### config.mk
export PLATFORM = sky130hd
export DESIGN_NAME = sgrc_cell
export DESIGN_NICKNAME = d
export VERILOG_FILES = /design/src/rtl/core/sgrc_pkg.sv /design/src/rtl/core/sgrc_cell.sv
export SDC_FILE = /design/constraint.sdc
export NUM_CORES = 1
export LEC_CHECK = 0
export BUFFER_PORTS_ARGS = -buffer_cell sky130_fd_sc_hd__buf_2
export CAP_MARGIN = 20
export CORE_ASPECT_RATIO = 1.1
export CORE_MARGIN = 4
export CORE_UTILIZATION = 42
export DETAILED_ROUTE_END_ITERATION = 8
export HOLD_SLACK_MARGIN = 0.06
export MAX_ROUTING_LAYER = met4
export PLACE_DENSITY = 0.75
export SYNTH_ARGS = -nofsm -noshare
export SYNTH_HDL_FRONTEND = slang
export SYNTH_SLANG_ARGS = --single-unit
### constraint.sdc
create_clock -name clk -period 4.1 [get_ports clk]
set_input_delay 0.82 -clock clk [delete_from_list [all_inputs] [get_ports clk]]
set_output_delay 0.82 -clock clk [all_outputs]
set_load 0.01 [all_outputs]
### src/rtl/core/sgrc_pkg.sv
// ----------------------------------------------------------------------------
// sgrc_pkg: shared types and codes for the source/group route cache
// Transfer payloads, scan record passed between cells, commit broadcast.
// ----------------------------------------------------------------------------
package sgrc_pkg;

  localparam int LIVE_W = 7;

  localparam logic [1:0] MODE_ADD    = 2'd0;
  localparam logic [1:0] MODE_DELETE = 2'd1;

  localparam logic [1:0] RC_DONE    = 2'd0;
  localparam logic [1:0] RC_ABSENT  = 2'd1;
  localparam logic [1:0] RC_PRESENT = 2'd2;
  localparam logic [1:0] RC_FULL    = 2'd3;

  typedef struct packed {
    logic [1:0]  mode;
    logic [31:0] source_addr;
    logic [31:0] group_addr;
    logic [7:0]  in_interface;
    logic [31:0] time_ms;
    logic [7:0]  entry_status;
  } req_t;

  typedef struct packed {
    logic [1:0]        result_code;
    logic [7:0]        hit_interface;
    logic [31:0]       hit_time_ms;
    logic [7:0]        hit_status;
    logic [LIVE_W-1:0] live_entries;
  } rsp_t;

  // Lookup record that walks the cell row, one cell per cycle.
  typedef struct packed {
    logic        active;
    logic [31:0] source_addr;
    logic [31:0] group_addr;
    logic        hit;
    logic        free;
    logic [7:0]  hit_interface;
    logic [31:0] hit_time_ms;
    logic [7:0]  hit_status;
  } scan_t;

  // Write-back broadcast to all cells after a scan completes.
  typedef struct packed {
    logic        add;
    logic        del;
    logic [31:0] source_addr;
    logic [31:0] group_addr;
    logic [7:0]  in_interface;
    logic [31:0] time_ms;
    logic [7:0]  entry_status;
  } commit_t;

endpackage

### src/rtl/core/sgrc_cell.sv
// ----------------------------------------------------------------------------
// sgrc_cell: one route cache slot
// Hold one entry, check the passing scan record against it, mark itself as
// the hit or the first free slot, and apply the commit broadcast.
// ----------------------------------------------------------------------------
module sgrc_cell
  import sgrc_pkg::*;
(
  input  logic    clk,
  input  logic    rst_n,
  input  scan_t   scan_i,
  output scan_t   scan_o,
  input  commit_t commit_i
);

  logic        valid_r;
  logic [31:0] src_r;
  logic [31:0] grp_r;
  logic [7:0]  if_r;
  logic [31:0] tm_r;
  logic [7:0]  st_r;
  logic        hit_mark_r;
  logic        free_mark_r;
  scan_t       scan_r;
  scan_t       scan_nxt;
  logic        match;
  logic        claim;

  assign match = valid_r && !scan_i.hit && (src_r == scan_i.source_addr)
                 && (grp_r == scan_i.group_addr);
  assign claim = !valid_r && !scan_i.free;

  always_comb begin
    scan_nxt = scan_i;
    if (match) begin
      scan_nxt.hit           = 1'b1;
      scan_nxt.hit_interface = if_r;
      scan_nxt.hit_time_ms   = tm_r;
      scan_nxt.hit_status    = st_r;
    end
    if (claim) begin
      scan_nxt.free = 1'b1;
    end
  end

  always_ff @(posedge clk) begin
    if (!rst_n) begin
      valid_r     <= 1'b0;
      hit_mark_r  <= 1'b0;
      free_mark_r <= 1'b0;
      scan_r      <= '0;
    end else begin
      scan_r <= scan_nxt;
      if (scan_i.active) begin
        hit_mark_r  <= match;
        free_mark_r <= claim;
      end
      if (commit_i.del && hit_mark_r) begin
        valid_r <= 1'b0;
      end else if (commit_i.add && free_mark_r) begin
        valid_r <= 1'b1;
      end
    end
  end

  // Entry payload: written only by an add that claimed this slot.
  always_ff @(posedge clk) begin
    if (commit_i.add && free_mark_r) begin
      src_r <= commit_i.source_addr;
      grp_r <= commit_i.group_addr;
      if_r  <= commit_i.in_interface;
      tm_r  <= commit_i.time_ms;
      st_r  <= commit_i.entry_status;
    end
  end

  assign scan_o = scan_r;

endmodule

### After elaboration in Yosys (flattened, before gate mapping)

Index checks and enable logic that the tools add are counted.

* register bits: 230
* input port bits: 231
* output and inout port bits: 115
* word-level logic and storage cells: 32

* bitwise operators: 1
* muxes and demuxes: 3
* equal/unequal tests: 2
* reduce and logical (&&, ||, !) cells: 10

Operators by type and width (number)
* == test 32 bit: 2
* two-way mux 48 bit: 1
* logical AND 1 bit: 6
* logical NOT 1 bit: 3
* two-way mux 1 bit: 2
* OR reduction 2 bit: 1
* NOT 1 bit: 1

### Depth between registers and ports, before layout

* word-level depth: 5
* depth in mapped cells: 8
* mapped depth without buffers: 6

### Least setup slack after synthesis

OpenSTA, ideal clock, no wires.

* path kind: in2reg
* start point: input port commit_i[113] (netlist name)
* end point: register grp_r[0] (enable)
* data arrival time: 3.401 ns
* path buffers: 0
* required time: 3.615 ns
* stages on the path: 1
* setup time: 0.485 ns
* setup slack: 0.215 ns
* cell sequence: and2_1

* word-level cells in the longest chain between the ends: 1

Ends and longest elaborated chain
* from (decl): RTL line sgrc_cell.sv:13 `input commit_t commit_i`
* logical AND 1 bit: RTL line sgrc_cell.sv:68 `if (commit_i.add && free_mark_r) begin`
* to (signal assigned): RTL line sgrc_cell.sv:70 `grp_r <= commit_i.group_addr;`
* to (decl): RTL line sgrc_cell.sv:18 `logic [31:0] grp_r;`

No other way between the ends.
A chain may end at the register's enable or synchronous reset.

### Final worst setup path

* start point: input port scan_i[66] (netlist name)
* end point: register scan_r, in the netlist scan_o[0]

* word-level cells in the longest chain between the ends: 3

Ends and longest elaborated chain
* from (decl): RTL line sgrc_cell.sv:11 `input scan_t scan_i,`
* == test 32 bit: RTL line sgrc_cell.sv:30 `&& (grp_r == scan_i.group_addr);`
* logical AND 1 bit: RTL line sgrc_cell.sv:30
* two-way mux 48 bit: RTL line sgrc_cell.sv:35 `if (match) begin`
* to (signal assigned): RTL line sgrc_cell.sv:53 `scan_r <= scan_nxt;`
* to (decl): RTL line sgrc_cell.sv:24 `scan_t scan_r;`

No other way between the ends.

==> impl_metrics.yaml <==
place:
  gp_congestion: 0.812
  preCtsSetupSlack_ns: 1.00
  port_buffers: 345
  place_hpwl_mm: 15.2
clock_tree:
  clock_path_buffers: 3
  h-tree-depth: 1
  clkTransAtPathRegs_ns: 0.06
  clock_sinks: 230
  cts_buffers: 23
  cts_hold_buf: 0
  cts-resized-gates: 0
  clkLatencyLatePin_ns: 0.50
  cts_tree: "built"
  clockRootBuffer: "clkbuf_16"
  post_cts_buffers: 0
min_path:
  min_from: "hit_mark_r"
  min-delay-path-class: "flop to flop"
timing:
  timing.final.ws_setup_ns: 1.50
  fin_tns_setup_ns: 0
  timing.slew.headroom: 0.306
  final.min_clock_period_ns: 2.60
  tightest_slew_ns: 1.04
  drv_slew: 0
  hold_violations: 0
  finalCritPeriodShare: 0.633
  finClkSkew_ns: 0.0149
  max_freq_mhz: 385
  grt_setup_unrepaired: "false"
  finalSetupViolations: 0
synth:
  synth-simple-area-share: 0.113
  yosysUniqueCellTypes: 32
  syn_area_mm2: 0.00785
  synth_seq_area_share: 0.729
  syn_area_per_cell_um2: 13.4
  synth_cells: 588
  synth.ff_latch_count: 230
  muxShareOfSynthArea: 0.00127
  synth_xor_area_frac: 0.0591
  yosys.area_share.adder: 0
  synth_warnings: 0
  synth_top_family_by_area: "simple AND/OR/NAND/NOR gates"
  syn-num-nets: 819
  synth-compound-area-share: 0.0728
floorplan:
  die_h_um: 151
  die_area_mm2: 0.0210
  initial_core_util: 0.427
  ios: 346
  chipWidth_um: 138
  core_mm2: 0.0184
  std_cell_rows: 52
worst_setup_path:
  critPathBufInv: 1
  setup.worst_path.class: "input port to flop"
  crit_family: "simple AND/OR/NAND/NOR gates"
  cp.required_ns: 4.43
  endpoint_kind: "flop"
  cp_max_fo: 48
  cpMaxStageDelayCell: "or4_4"
  crit_path_start: "scan_i[66]"
  critPathLaunchType: "input port"
  max_stage_delay_ns: 0.79
  worstPathArrival_ns: 2.93
  crit_chain: "buf_2 -> xor2_1 -> nor4_1 -> nand4_1 -> or4_4 -> o21ai_0 -> a21oi_1"
  rr_startpoint: "grp_r[16]"
detailed_routing:
  vias: 5747
  via_per_inst: 4.82
  wl_per_cell_um: 17.4
  drt_iter0_markers: 167
  dr.pass1.iters: 4
  ant_nets: 0
  wirelength_mm: 20.7
  route.detailed.drc: 0
run:
  max-cap-violations: 0
global_routing:
  track_usage: 0.194
  overflow: 0
  grt_max_degree: 71
  grt_pass1_wl_mm: 31.1
  grt_pass1_vias: 6033
  antenna_found_initial: 4
run_status:
  status: "finished clean"
cells_and_area:
  nets: 1161
  drive_above_1_share: 0.414
  area_growth_syn_to_layout_pct: 34.4
  fillCellCount: 1491
power:
  p_leak_nw: 4.50
  peakVddDrop_mv: 0.425
  powerDensity_mw_per_mm2: 468
-- cell type report --
class,count,area (um^2),share of cell area
tap,243,304,0.0288
multi-input combinational,315,1950,0.184
clock inverter,5,55.1,0.00522
sequential,230,5730,0.543
clock buffer,35,702,0.0665
inverter,11,41.3,0.00391
timing repair buffer,349,1770,0.168
antenna,4,10.0,0.000949
-- placed cells by master (no fill, tap or decap), types with 2 or more instances in the layout --
cell / netlist / routed
xnor2_1: 7 / 7
edfxtp_1: 112 / 112
diode_2: 0 / 4
o22ai_1: 2 / 2
clkinv_2: 0 / 2
buf_2: 11 / 345
dfxtp_1: 118 / 118
a2111oi_0: 2 / 2
xor2_1: 46 / 46
nand2_1: 2 / 2
buf_4: 0 / 3
inv_1: 11 / 10
or4_4: 2 / 2
o21ai_1: 20 / 20
nor2b_1: 6 / 6
nand2b_1: 4 / 4
nand3_1: 50 / 50
nor2_1: 9 / 9
clkinvlp_4: 0 / 2
nand4_1: 4 / 4
a21oi_1: 51 / 51
clkbuf_16: 0 / 24
clkbuf_8: 0 / 6
o21ai_0: 28 / 28
and2_1: 62 / 61
clkbuf_1: 16 / 5
nor4_1: 11 / 10
-- state kept, by name (all words and copies together) (netlist names) --
name,cells
scan_o,115
grp_r,32
src_r,32
tm_r,32
if_r,8
st_r,8
free_mark_r,1
hit_mark_r,1
valid_r,1
-- per-layer routing --
| metal | up-vias | routed length (um) | track usage |
|---|---|---|---|
| li1 | 2755 | - | - |
| met1 | 2651 | 7320 | 0.205 |
| met5 | - | 0 | - |
| met3 | 52 | 1820 | 0.0578 |
| met2 | 289 | 10900 | 0.349 |
| met4 | 0 | 680 | 0.0667 |
-- cells by family after synthesis --
family / count (synthesis)
mux: 1
simple gates: 153
buf+inv: 43
compound gates: 108
xor+xnor: 53
flops: 230
-- per-stage QoR --
stage          utilization  total power [mW]  instance area, um^2  hold WS (ns)  cells
6_report             0.573              4.93                10600         0.456   1192
5_1_grt              0.573              5.12                10600         0.466   1192
4_1_cts              0.573              4.99                10500         0.454   1188
3_5_place_dp         0.531              2.93                 9790         0.445   1148
3_3_place_gp         0.531              2.92                 9790         0.441   1148
2_1_floorplan            -              2.71                 7850         0.413    588
-- final timing paths --
check / end / slack (ns) / depth (start not counted)
setup / recovery: scan_o[0] / 1.50 / 7
hold / removal: valid_r / 0.46 / 1
setup reg to reg: scan_o[0] / 1.57 / 6
hold reg to reg: valid_r / 0.46 / 1
-- where the power goes --
group | leakage (nW) | internal, mW | switching [mW]
Combinational | 2.13 | 0.170 | 0.178
Clock | 0.367 | 1.24 | 0.817
Sequential | 2.00 | 2.50 | 0.0253
Total | 4.50 | 3.91 | 1.02
-- Yosys cell counts --
cell,n,area [um^2]
dfxtp_1,118,2360
edfxtp_1,112,3360
and2_1,62,388
a21oi_1,51,255
nand3_1,50,250
xor2_1,46,403
o21ai_0,28,140
o21ai_1,20,100
clkbuf_1,16,60.1
buf_2,11,55.1
inv_1,11,41.3
nor4_1,11,68.8
nor2_1,9,33.8
xnor2_1,7,61.3
nor2b_1,6,37.5
nand2b_1,4,25.0
nand4_1,4,25.0
buf_6,3,33.8
a2111oi_0,2,17.5
buf_1,2,7.51
nand2_1,2,7.51
o22ai_1,2,12.5
or4_4,2,22.5
a211oi_1,1,7.51
a221oi_1,1,8.76
a222oi_1,1,10.0
mux2i_1,1,10.0
nor3_1,1,5.00
nor3_2,1,10.0
o2111a_1,1,11.3
o2111ai_1,1,8.76
or3_4,1,11.3
Power figures use the tool's default switching activity.
